File: src/hdl/spr_pkg.sv
// shared types and constants for the stream pattern replace block
// no dependencies; used by every module under hdl
package spr_pkg;

    localparam int MAX_PATTERN = 8;
    localparam int BYTE_W      = 8;
    localparam int LEN_W       = 4;
    localparam int WORD_W      = MAX_PATTERN * BYTE_W;
    localparam int FILL_W      = $clog2(MAX_PATTERN);
    localparam int NUM_W       = $clog2(MAX_PATTERN + 1);
    localparam int QUEUE_DEPTH = 2 * MAX_PATTERN;
    localparam int QCNT_W      = $clog2(QUEUE_DEPTH + 1);
    localparam int CFG_ADDR_W  = 2;

    typedef enum logic [CFG_ADDR_W-1:0] {
        CFG_LENGTH  = 2'd0,
        CFG_PATTERN = 2'd1,
        CFG_REPLACE = 2'd2
    } cfg_reg_t;

    typedef struct packed {
        logic [BYTE_W-1:0] data;
        logic              done;
    } item_t;

    typedef struct packed {
        logic [NUM_W-1:0]             count;
        item_t [MAX_PATTERN-1:0]      item;
    } burst_t;

endpackage

File: src/hdl/spr_cell.sv
// one window cell: holds a byte, passes it on, compares the incoming byte
// against its pattern byte; uses spr_pkg
module spr_cell (
    input  logic                      aclk,
    input  logic                      shift_en,
    input  logic [spr_pkg::BYTE_W-1:0] byte_in,
    input  logic [spr_pkg::BYTE_W-1:0] pat_byte,
    output logic [spr_pkg::BYTE_W-1:0] byte_q,
    output logic                      match
);

    logic [spr_pkg::BYTE_W-1:0] byte_reg;
    logic [spr_pkg::BYTE_W-1:0] byte_next;

    always_comb begin
        byte_next = shift_en ? byte_in : byte_reg;
    end

    always_ff @(posedge aclk) begin
        byte_reg <= byte_next;
    end

    assign byte_q = byte_reg;
    assign match  = (byte_in == pat_byte);

endmodule

File: src/hdl/spr_matcher.sv
// window of chained cells, newest byte in cell 0, plus fill count and
// the logic that builds the items released by each input; uses spr_pkg, spr_cell
module spr_matcher (
    input  logic                       aclk,
    input  logic                       aresetn,
    input  logic                       step,
    input  logic [spr_pkg::BYTE_W-1:0] text_byte,
    input  logic                       end_of_line,
    input  logic [spr_pkg::NUM_W-1:0]  eff_len,
    input  logic [spr_pkg::WORD_W-1:0] pattern,
    input  logic [spr_pkg::WORD_W-1:0] replacement,
    output spr_pkg::burst_t            burst
);

    logic [spr_pkg::FILL_W-1:0] fill_reg;
    logic [spr_pkg::FILL_W-1:0] fill_next;

    logic [spr_pkg::BYTE_W-1:0] cell_in  [spr_pkg::MAX_PATTERN];
    logic [spr_pkg::BYTE_W-1:0] cell_q   [spr_pkg::MAX_PATTERN];
    logic [spr_pkg::BYTE_W-1:0] pat_sel  [spr_pkg::MAX_PATTERN];
    logic [spr_pkg::MAX_PATTERN-1:0] cell_match;

    logic [spr_pkg::NUM_W-1:0] new_fill;
    logic [spr_pkg::NUM_W-1:0] excess;
    logic                      full;
    logic                      hit;

    genvar g;
    generate
        for (g = 0; g < spr_pkg::MAX_PATTERN; g++) begin : g_cell
            if (g == 0) begin : g_head
                assign cell_in[g] = text_byte;
            end else begin : g_tail
                assign cell_in[g] = cell_q[g-1];
            end
            spr_cell u_cell (
                .aclk     (aclk),
                .shift_en (step),
                .byte_in  (cell_in[g]),
                .pat_byte (pat_sel[g]),
                .byte_q   (cell_q[g]),
                .match    (cell_match[g])
            );
        end
    endgenerate

    // cell i sees the i-th newest byte at its input, so it meets pattern byte len-1-i
    always_comb begin
        logic [spr_pkg::FILL_W-1:0] pidx;
        pidx = '0;
        for (int i = 0; i < spr_pkg::MAX_PATTERN; i++) begin
            pidx = spr_pkg::FILL_W'(eff_len - spr_pkg::NUM_W'(1) - spr_pkg::NUM_W'(i));
            pat_sel[i] = pattern[pidx*spr_pkg::BYTE_W +: spr_pkg::BYTE_W];
        end
    end

    always_comb begin
        logic [spr_pkg::FILL_W-1:0] widx;
        logic [spr_pkg::FILL_W-1:0] ridx;
        widx     = '0;
        ridx     = '0;
        new_fill = spr_pkg::NUM_W'(fill_reg) + spr_pkg::NUM_W'(1);
        full     = (new_fill >= eff_len);
        excess   = full ? (new_fill - eff_len) : '0;
        hit      = full;
        for (int i = 0; i < spr_pkg::MAX_PATTERN; i++) begin
            if ((spr_pkg::NUM_W'(i) < eff_len) && !cell_match[i]) begin
                hit = 1'b0;
            end
        end

        if (hit) begin
            burst.count = new_fill;
        end else if (end_of_line) begin
            burst.count = new_fill;
        end else if (full) begin
            burst.count = excess + spr_pkg::NUM_W'(1);
        end else begin
            burst.count = '0;
        end

        // items leave oldest first
        for (int j = 0; j < spr_pkg::MAX_PATTERN; j++) begin
            widx = spr_pkg::FILL_W'(new_fill - spr_pkg::NUM_W'(1) - spr_pkg::NUM_W'(j));
            ridx = spr_pkg::FILL_W'(spr_pkg::NUM_W'(j) - excess);
            if (hit && (spr_pkg::NUM_W'(j) >= excess)) begin
                burst.item[j].data = replacement[ridx*spr_pkg::BYTE_W +: spr_pkg::BYTE_W];
            end else begin
                burst.item[j].data = cell_in[widx];
            end
            burst.item[j].done = end_of_line &&
                                 ((spr_pkg::NUM_W'(j) + spr_pkg::NUM_W'(1)) == burst.count);
        end
    end

    always_comb begin
        if (!step) begin
            fill_next = fill_reg;
        end else if (hit || end_of_line) begin
            fill_next = '0;
        end else if (full) begin
            fill_next = spr_pkg::FILL_W'(eff_len - spr_pkg::NUM_W'(1));
        end else begin
            fill_next = spr_pkg::FILL_W'(new_fill);
        end
    end

    always_ff @(posedge aclk) begin
        if (!aresetn) begin
            fill_reg <= '0;
        end else begin
            fill_reg <= fill_next;
        end
    end

endmodule

File: src/hdl/spr_queue.sv
// output queue as a chain of cells: head in cell 0, bursts of items appended
// at the tail, one item leaves per cycle while m_ready is high; uses spr_pkg
module spr_queue (
    input  logic            aclk,
    input  logic            aresetn,
    input  logic            push,
    input  spr_pkg::burst_t burst,
    input  logic            m_ready,
    output logic            m_valid,
    output spr_pkg::item_t  head,
    output logic            space_ok
);

    spr_pkg::item_t entry_reg  [spr_pkg::QUEUE_DEPTH];
    spr_pkg::item_t entry_next [spr_pkg::QUEUE_DEPTH];
    spr_pkg::item_t shift_in   [spr_pkg::QUEUE_DEPTH];

    logic [spr_pkg::QCNT_W-1:0] count_reg;
    logic [spr_pkg::QCNT_W-1:0] count_next;
    logic [spr_pkg::QCNT_W-1:0] base;
    logic [spr_pkg::QCNT_W-1:0] tail;
    logic                       pop;

    genvar g;
    generate
        for (g = 0; g < spr_pkg::QUEUE_DEPTH; g++) begin : g_shift
            if (g < spr_pkg::QUEUE_DEPTH - 1) begin : g_mid
                assign shift_in[g] = entry_reg[g+1];
            end else begin : g_end
                assign shift_in[g] = entry_reg[g];
            end
        end
    endgenerate

    assign pop  = (count_reg != '0) && m_ready;
    assign base = count_reg - spr_pkg::QCNT_W'(pop);
    assign tail = base + spr_pkg::QCNT_W'(burst.count);

    always_comb begin
        logic [spr_pkg::QCNT_W-1:0] off;
        off = '0;
        for (int i = 0; i < spr_pkg::QUEUE_DEPTH; i++) begin
            off = spr_pkg::QCNT_W'(i) - base;
            if (push && (spr_pkg::QCNT_W'(i) >= base) && (spr_pkg::QCNT_W'(i) < tail)) begin
                entry_next[i] = burst.item[off[spr_pkg::FILL_W-1:0]];
            end else if (pop) begin
                entry_next[i] = shift_in[i];
            end else begin
                entry_next[i] = entry_reg[i];
            end
        end
    end

    always_comb begin
        count_next = push ? tail : base;
    end

    always_ff @(posedge aclk) begin
        for (int i = 0; i < spr_pkg::QUEUE_DEPTH; i++) begin
            entry_reg[i] <= entry_next[i];
        end
    end

    always_ff @(posedge aclk) begin
        if (!aresetn) begin
            count_reg <= '0;
        end else begin
            count_reg <= count_next;
        end
    end

    assign m_valid  = (count_reg != '0);
    assign head     = entry_reg[0];
    assign space_ok = (count_reg <=
                       spr_pkg::QCNT_W'(spr_pkg::QUEUE_DEPTH - spr_pkg::MAX_PATTERN));

    a_count_bound: assert property (@(posedge aclk) disable iff (!aresetn)
        count_reg <= spr_pkg::QCNT_W'(spr_pkg::QUEUE_DEPTH))
        else $error("queue count beyond depth");

    a_no_overflow: assert property (@(posedge aclk) disable iff (!aresetn)
        push |-> (int'(base) + int'(burst.count) <= spr_pkg::QUEUE_DEPTH))
        else $error("burst does not fit in queue");

    a_pop_only: assert property (@(posedge aclk) disable iff (!aresetn)
        (pop && !push) |=> (count_reg == $past(count_reg) - spr_pkg::QCNT_W'(1)))
        else $error("queue count wrong after pop");

endmodule

File: src/hdl/stream_pattern_replace.sv
// stream pattern replace: fixed-length find and replace on a byte stream
// top level; uses spr_pkg, spr_matcher, spr_queue
//
// input channel s_: one text byte per item with s_end_of_line on the last
// byte of a line. output channel m_: one edited byte per item, m_line_done
// on the last byte released for a line. both channels use valid/ready.
// configuration: cfg_we writes cfg_wdata to register cfg_addr (0 length,
// 1 pattern, 2 replacement); write only while the block is idle.
// an item is taken every cycle while the output queue holds at most eight
// items; each item releases up to eight output items into the queue in the
// same cycle, which then leave one per cycle while m_ready is high. the queue's
// single read port sets the output rate at one item per cycle.
// an item released into an empty queue is on m_ in the cycle after the
// input item that releases it; bytes that might start a match are held for up
// to pattern length minus one input items, or until end of line.
// reset: window and queue empty, length 1, pattern and replacement zero.
// receiver stall: the queue fills and s_ready drops once more than eight
// items wait; nothing is lost.
module stream_pattern_replace (
    input  logic                           aclk,
    input  logic                           aresetn,
    input  logic                           s_valid,
    output logic                           s_ready,
    input  logic [spr_pkg::BYTE_W-1:0]     s_text_byte,
    input  logic                           s_end_of_line,
    output logic                           m_valid,
    input  logic                           m_ready,
    output logic [spr_pkg::BYTE_W-1:0]     m_out_byte,
    output logic                           m_line_done,
    input  logic                           cfg_we,
    input  logic [spr_pkg::CFG_ADDR_W-1:0] cfg_addr,
    input  logic [spr_pkg::WORD_W-1:0]     cfg_wdata
);

    logic [spr_pkg::LEN_W-1:0]  len_reg;
    logic [spr_pkg::WORD_W-1:0] pat_reg;
    logic [spr_pkg::WORD_W-1:0] rep_reg;
    logic [spr_pkg::NUM_W-1:0]  eff_len;
    logic                       step;
    logic                       space_ok;
    spr_pkg::burst_t            burst;
    spr_pkg::item_t             head;

    always_ff @(posedge aclk) begin
        if (!aresetn) begin
            len_reg <= spr_pkg::LEN_W'(1);
            pat_reg <= '0;
            rep_reg <= '0;
        end else if (cfg_we) begin
            case (spr_pkg::cfg_reg_t'(cfg_addr))
                spr_pkg::CFG_LENGTH:  len_reg <= cfg_wdata[spr_pkg::LEN_W-1:0];
                spr_pkg::CFG_PATTERN: pat_reg <= cfg_wdata;
                spr_pkg::CFG_REPLACE: rep_reg <= cfg_wdata;
                default: ;
            endcase
        end
    end

    // zero acts as one, oversize clamps to the window length
    always_comb begin
        if (len_reg == '0) begin
            eff_len = spr_pkg::NUM_W'(1);
        end else if (len_reg > spr_pkg::LEN_W'(spr_pkg::MAX_PATTERN)) begin
            eff_len = spr_pkg::NUM_W'(spr_pkg::MAX_PATTERN);
        end else begin
            eff_len = spr_pkg::NUM_W'(len_reg);
        end
    end

    assign s_ready = space_ok;
    assign step    = s_valid && space_ok;

    spr_matcher u_matcher (
        .aclk        (aclk),
        .aresetn     (aresetn),
        .step        (step),
        .text_byte   (s_text_byte),
        .end_of_line (s_end_of_line),
        .eff_len     (eff_len),
        .pattern     (pat_reg),
        .replacement (rep_reg),
        .burst       (burst)
    );

    spr_queue u_queue (
        .aclk     (aclk),
        .aresetn  (aresetn),
        .push     (step),
        .burst    (burst),
        .m_ready  (m_ready),
        .m_valid  (m_valid),
        .head     (head),
        .space_ok (space_ok)
    );

    assign m_out_byte  = head.data;
    assign m_line_done = head.done;

endmodule
File: config.mk
export PLATFORM = sky130hd
export DESIGN_NAME = stream_pattern_replace
export DESIGN_NICKNAME = d
export VERILOG_FILES = /design/src/hdl/spr_pkg.sv /design/src/hdl/spr_cell.sv /design/src/hdl/spr_matcher.sv /design/src/hdl/spr_queue.sv /design/src/hdl/stream_pattern_replace.sv
export SDC_FILE = /design/constraint.sdc
export NUM_CORES = 1
export LEC_CHECK = 0
export BUFFER_PORTS_ARGS = -buffer_cell sky130_fd_sc_hd__clkbuf_2
export CORE_MARGIN = 1
export CORE_UTILIZATION = 25
export DETAILED_ROUTE_END_ITERATION = 12
export PLACE_DENSITY_LB_ADDON = 0.08
export SLEW_MARGIN = 20
export SYNTH_ARGS = -nofsm -noshare
export SYNTH_HDL_FRONTEND = slang
export SYNTH_SLANG_ARGS = --single-unit
export TNS_END_PERCENT = 5
File: constraint.sdc
create_clock -name aclk -period 9.8 [get_ports aclk]
set_clock_uncertainty 0.05 [all_clocks]
set_input_delay 0.98 -clock aclk [delete_from_list [all_inputs] [get_ports aclk]]
set_output_delay 0.98 -clock aclk [all_outputs]
set_load 0.1 [all_outputs]
==> results of run 1 <==
[power breakdown]
part	switching, mW	internal (mW)	total [mW]
combinational	5.58	2.20	7.77
clock	0.790	1.21	2.00
sequential	0.367	2.31	2.68
total	6.73	5.71	12.4
[worst max-delay path: cells and delay by family, from the launching register on]
family / cells / cell delay, ns
flops: 1 / 0.58
compound gates: 8 / 2.52
simple gates: 9 / 2.82
fa+ha+maj: 3 / 1.33
buf+inv: 4 / 0.91
xor+xnor: 2 / 0.41
[cell families (layout without fill, tap and decap cells)]
kind of cell,Yosys count,after routing
flip-flops,340,340
AND/OR/NAND/NOR,1380,1380
buffers and inverters,295,293
AO/OA/AOI/OAI,850,850
adder cells (fa/ha/maj),31,31
multiplexers,346,346
XOR/XNOR,85,85
[path summary, 6_finish.rpt]
path                                                        from                                             end  slack (ns)  cells after the start
setup / recovery                         len_reg[2]$_SDFFE_PN0P_               u_queue.entry_reg[0][4]$_DFFE_PP_        0.79                     26
hold / removal    u_matcher.g_cell[5].u_cell.byte_q[0]$_DFFE_PP_  u_matcher.g_cell[6].u_cell.byte_q[0]$_DFFE_PP_        0.40                      0
setup reg to reg                         len_reg[2]$_SDFFE_PN0P_               u_queue.entry_reg[0][4]$_DFFE_PP_        0.79                     26
hold reg to reg   u_matcher.g_cell[5].u_cell.byte_q[0]$_DFFE_PP_  u_matcher.g_cell[6].u_cell.byte_q[0]$_DFFE_PP_        0.40                      0
[metal layers]
metal  track usage, %  up-vias  wire (um)
li1                 -    12200          -
met1             33.5    13500      63600
met2             39.7     1048      64800
met3             2.35      182       7080
met4             9.46        0       5760
met5                0        -          0
[synthesized netlist by cell type (all sizes together) (8+ instances only)]
master   count
inv         34
a311oi       9
xor2        40
o22ai       21
nand3b      12
dfxtp      140
and2        28
nor2b       32
a221o        8
mux4        72
a22o        10
mux2i      192
nand2      674
a22oi       17
a211oi      56
o211ai      27
a31oi       16
a221oi      16
a21oi      247
nand4       33
clkbuf     162
o41ai        9
o31ai       19
nand2b      91
o221ai      25
ha          29
and3        25
edfxtp     200
nor3       102
o21ai      158
nand3      106
buf         96
or3         12
o21a         8
mux2        82
o2111ai     10
xnor2       45
a21boi     134
nor4        39
nor3b       12
nor2       193
[cell type report]
class | instances | area share [%]
inverter | 37 | 0.441
sequential | 340 | 28.0
clock inverter | 27 | 1.47
clock buffer | 57 | 4.05
tap | 1488 | 5.91
timing repair buffer | 172 | 3.45
multi-input combinational | 2692 | 56.7
[stage by stage]
step                hold WS [ns]  total power [mW]  cells
CTS                        0.394              12.4   4812
floorplan                  0.376              6.97   3327
global placement           0.398              10.4   4728
finish                     0.396              12.4   4813
global route               0.404              12.9   4813
detailed placement         0.398              10.4   4728
==> results.ini, run 1 <==
[outcome]
outcome = complete, no violations

[clock_network]
clk_pin_slew_worst_paths_ns = 0.06
postCtsHoldBufs = 0
cts_buffer_depth = 3
cts-root-buf = clkbuf_16
clock_latency_ns = 0.67
ctsResizeCount = 0
numCtsBuffers = 47
htree_num_levels = 2
clock-sinks = 340
postCtsSetupBuffers = 0
cts_tree = done

[synthesis]
synthAdderAreaFrac_pct = 1.45
ys_ff_latch = 340
synth.distinct_cells = 102
async_flop_share_pct = 0
ys.flop_type = edfxtp_1
synth_edf_count = 200
synthDominantCellAreaShare_pct = 21.5
synth_nets = 3438
syn_area_mm2 = 0.0279
synthMuxAreaShare_pct = 16.0
yosys.area.top_type = edfxtp_1
synth_area_leaders = edfxtp_1 22%, dfxtp_1 10%, nand2_1 9.0%
synth-xor-area-share_pct = 2.70
synth_compound_area_share_pct = 20.5
syn_inst = 3327
synth_warnings = 0
ys_seq_area_share_pct = 31.6
synth-simple-area-share_pct = 23.0
synth_top_family_by_area = simple AND/OR/NAND/NOR gates
avgSynthCellArea_um2 = 8.38

[power_and_ir_drop]
leakage_nw = 10.7
vdd_drop_max_mv = 0.185
power_density_mw_per_mm2 = 395

[drt]
drc_errors = 0
drt-wirelength-per-cell_um = 29.3
first_pass_iters = 6
ant_nets = 0
drt_iter0_drc = 2543
dr_total_vias = 26900
drt-total-wl_um = 141000
vias_per_cell = 5.59

[global_routing]
track_usage_pct = 24.5
grt_pass1_vias = 25100
grt_pass1_wl_um = 197000
antenna_found_initial = 4
gr-total-overflow = 0
grt_start_max_net_pins = 119

[die]
core_mm2 = 0.111
die_height_um = 336
start_util_pct = 25.2
die_width_um = 336
fp.dieArea_mm2 = 0.113
row_count = 122
num_io_pins = 91

[finish]
largest_reg_flops = 144
seqCellArea_mm2 = 0.00881
n_antenna_cell = 0
multi_input_area_mm2 = 0.0179
final_cell_mix = 670 x nand2_1, 245 x a21oi_1, 200 x edfxtp_1
final_common_cell = nand2_1
nNetsFinal = 3401
drive_gt1_share_pct = 14.6
area_growth_pct = 13.1
utilization_pct = 28.5
n_fill_cell = 11800
final_area_mm2 = 0.0315

[place]
pre_cts_ws_ns = 0.947
gp_congestion = 0.974
post-dp-hpwl_um = 111000
postPlaceCellArea_mm2 = 0.0297
portBuffers = 90

[worst_setup_path]
setup.worst_path.end_class = flop
required_ns = 10.04
path_class = reg -> reg
cp_data_arrival_time_ns = 9.24
slowest_delay_ns = 0.83
path_max_fanout = 22
slowest_stage = nor4_1
startpoint_type = flop

[sta]
period_share_pct = 91.9
timing.fmax_mhz = 111
tns_ns = 0
setup_ws_ns = 0.793
worst_slew_pin_slew_ns = 1.14
finalSetupViolCount = 0
layout_min_cycle_time_ns = 9.01
timing.slew.headroom_pct = 23.8
rsz0062_at_grt = false
slew_viol_final = 0
finalHoldViolations = 0

[min_path]
holdCritPathClass = reg -> reg

[flow_run]
maxCapViolCount = 0

Note: power is estimated with default switching activity, not from simulation.
==> inputs of run 2 (changes only) <==
CELL_PAD_IN_SITES_DETAIL_PLACEMENT = 2   (was unset)
CELL_PAD_IN_SITES_GLOBAL_PLACEMENT = 2   (was unset)
CORE_MARGIN = 10   (was 1)
==> run 2 against run 1 <==
  * Worst hold slack better by 0.0051 ns
  * Clock power decreased by 15%
  * Via count down 0.40%
  * Maximum frequency rose by 1.4%
  * Non-clock buffer count decreased by 4
  * Count of clock-buffer cells in the layout is 3 higher
  * First-iteration DRC count is 31% lower
  * Register-to-register slack improved by 0.12 ns
  * Routed wire length up 8.8%
  * Sequential power about the same
  * Critical path type unchanged
  * Largest power group unchanged
==> results.ini, run 2 (same netlist as run 1, synthesis figures left out) <==
[outcome]
outcome = complete, no violations

[power_and_ir_drop]
power.share.clock_pct = 13.8  ; -2.2 points
switching_share_pct = 55.4  ; +1.3 points
pwr-share-comb_pct = 64.4  ; +1.9 points
power_density_mw_per_mm2 = 396  ; +0.21%
power.net_switching_mw = 6.85  ; +1.7%
power.total_mw = 12.4  ; -0.69%
leakage_nw = 10.5  ; -1.5%
intPower_mw = 5.51  ; -3.5%
seq_power_share_pct = 21.8  ; +0.3 points
vdd_drop_max_mv = 0.203  ; +10%

[place]
gp_congestion = 0.913  ; -6.3%
post-dp-hpwl_um = 123000  ; +11%
pre_cts_ws_ns = 0.615  ; -0.332 ns
postPlaceCellArea_mm2 = 0.0297  ; about the same
portBuffers = 90  ; unchanged
dp.cells = 4724  ; -0.085%

[finish]
seqCellArea_mm2 = 0.00881  ; unchanged
final_cells = 4804  ; -0.19%
n_fill_cell = 12500  ; +5.6%
multi_input_area_mm2 = 0.0179  ; about the same
final_area_mm2 = 0.0312  ; -0.89%
utilization_pct = 28.2  ; -0.25 points
final_common_cell = nand2_1
drive_gt1_share_pct = 14.3  ; -0.29 points
nNetsFinal = 3394  ; -0.21%
area_growth_pct = 12.0
final_cell_mix = 670 x nand2_1, 245 x a21oi_1, 200 x edfxtp_1
n_antenna_cell = 0  ; unchanged
largest_reg_flops = 144  ; unchanged

[global_routing]
grt_pass1_vias = 28200  ; +12%
antenna_found_initial = 2  ; -2
grt_start_max_net_pins = 119  ; unchanged
track_usage_pct = 23.7  ; -0.78 points
grt_pass1_wl_um = 218000  ; +11%
gr-total-overflow = 0  ; unchanged

[worst_setup_path]
slowest_delay_ns = 0.58  ; -0.25 ns
setup.worst_path.end_class = flop
rr_worst_depth = 28  ; +7.7%
cp_data_arrival_time_ns = 9.14  ; -0.10 ns
rrSetupSlack_ns = 0.91  ; +0.12 ns
path_delay_family = simple AND/OR/NAND/NOR gates
path_max_fanout = 28  ; +27%
required_ns = 10.05  ; about the same
startpoint_type = flop
r2r_end = u_queue.entry_reg[0][21]$_DFFE_PP_
path_class = reg -> reg
path_buf_inv = 6  ; +2
r2r_start = len_reg[2]$_SDFFE_PN0P_
slowest_stage = dfxtp_1
cp_common_cell = buf_4

[drt]
vias_per_cell = 5.58  ; -0.21%
ant_nets = 0  ; unchanged
drt_iter0_drc = 1766  ; -31%
drt-wirelength-per-cell_um = 32.0  ; +9.0%
drc_errors = 0  ; unchanged
first_pass_iters = 5  ; -1
drt-total-wl_um = 154000  ; +8.8%
dr_total_vias = 26800  ; -0.40%

[sta]
layout_min_cycle_time_ns = 8.89  ; -0.121 ns
finalSetupViolCount = 0  ; unchanged
setup_ws_ns = 0.914  ; +0.121 ns
whs_ns = 0.401  ; +0.00513 ns
rsz0062_at_grt = false
worst_slew_pin_slew_ns = 1.14  ; +0.00175 ns
slew_viol_final = 0  ; unchanged
tns_ns = 0  ; unchanged
period_share_pct = 90.7  ; -1.2 points
timing.slew.headroom_pct = 23.1  ; -0.73 points
timing.fmax_mhz = 113  ; +1.4%
finalHoldViolations = 0  ; unchanged

[clock_network]
cts_tree = done
postCtsSetupBuffers = 0  ; unchanged
numCtsBuffers = 44  ; -6.4%
cts-root-buf = clkbuf_16
postCtsHoldBufs = 0  ; unchanged
cts_buffer_depth = 3  ; unchanged
clock-sinks = 340  ; unchanged
htree_num_levels = 2  ; unchanged
clk_pin_slew_worst_paths_ns = 0.06  ; about the same
ctsResizeCount = 0  ; unchanged
clock_latency_ns = 0.63  ; -0.04 ns

[min_path]
hold_path_end = u_matcher.g_cell[6].u_cell.byte_q[0]$_DFFE_PP_
holdCritPathClass = reg -> reg
hold-path-cell-count = 0  ; unchanged
hp-start = u_matcher.g_cell[5].u_cell.byte_q[0]$_DFFE_PP_

[die]
fp.dieArea_mm2 = 0.125  ; +11%
start_util_pct = 25.2  ; unchanged
num_io_pins = 91  ; unchanged
die_height_um = 354  ; +5.4%
die_width_um = 354  ; +5.4%
row_count = 122  ; unchanged
core_mm2 = 0.111  ; unchanged

[flow_run]
maxCapViolCount = 0  ; unchanged

run 2: cell count changes in the layout (fill, tap and decap cells not counted), moves of 2 or more:
cell and change:
buf_4 -4, bufinv_16 -6, clkbuf_1 +3, clkbuf_16 -4, clkbuf_8 +4, clkinv_1 +4
clkinv_2 -3, inv_6 -3, o221ai_1 -2, o221ai_2 +2
run 2: final cells by class:
class | count | area share (%)
multi-input combinational | 2692 | 57.3
sequential | 340 | 28.2
tap | 1488 | 5.96
clock buffer | 60 | 3.98
timing repair buffer | 168 | 3.39
clock inverter | 19 | 0.741
inverter | 37 | 0.445
run 2: layer usage:
metal	up-vias	wire length (um)	global-route usage (%)
li1	12100	-	-
met1	13900	66300	29.6
met2	559	76000	41.7
met3	193	4550	2.25
met4	0	6870	9.55
met5	-	0	0
run 2: worst max-delay path by stage:
stage | from | to | depth (start not counted)
final | len_reg[2]$_SDFFE_PN0P_ | u_queue.entry_reg[0][21]$_DFFE_PP_ | 28
after global routing | len_reg[2]$_SDFFE_PN0P_ | u_queue.entry_reg[0][21]$_DFFE_PP_ | 28
after CTS | len_reg[2]$_SDFFE_PN0P_ | u_queue.entry_reg[1][27]$_DFFE_PP_ | 28
after detailed placement | len_reg[2]$_SDFFE_PN0P_ | u_queue.entry_reg[1][27]$_DFFE_PP_ | 28
after global placement | len_reg[2]$_SDFFE_PN0P_ | u_queue.entry_reg[1][27]$_DFFE_PP_ | 28
after floorplan | u_matcher.fill_reg[0]$_SDFFE_PN0P_ | u_queue.entry_reg[0][0]$_DFFE_PP_ | 32
run 2: power groups by stage:
stage | sequential [mW] | clock (mW) | combinational, mW
6_report | 2.70 | 1.71 | 7.95
5_1_grt | 2.73 | 1.80 | 8.41
4_1_cts | 2.70 | 1.75 | 7.94
3_5_place_dp | 2.72 | 0 | 7.90
3_3_place_gp | 2.71 | 0 | 7.78
2_1_floorplan | 2.49 | 0 | 4.49
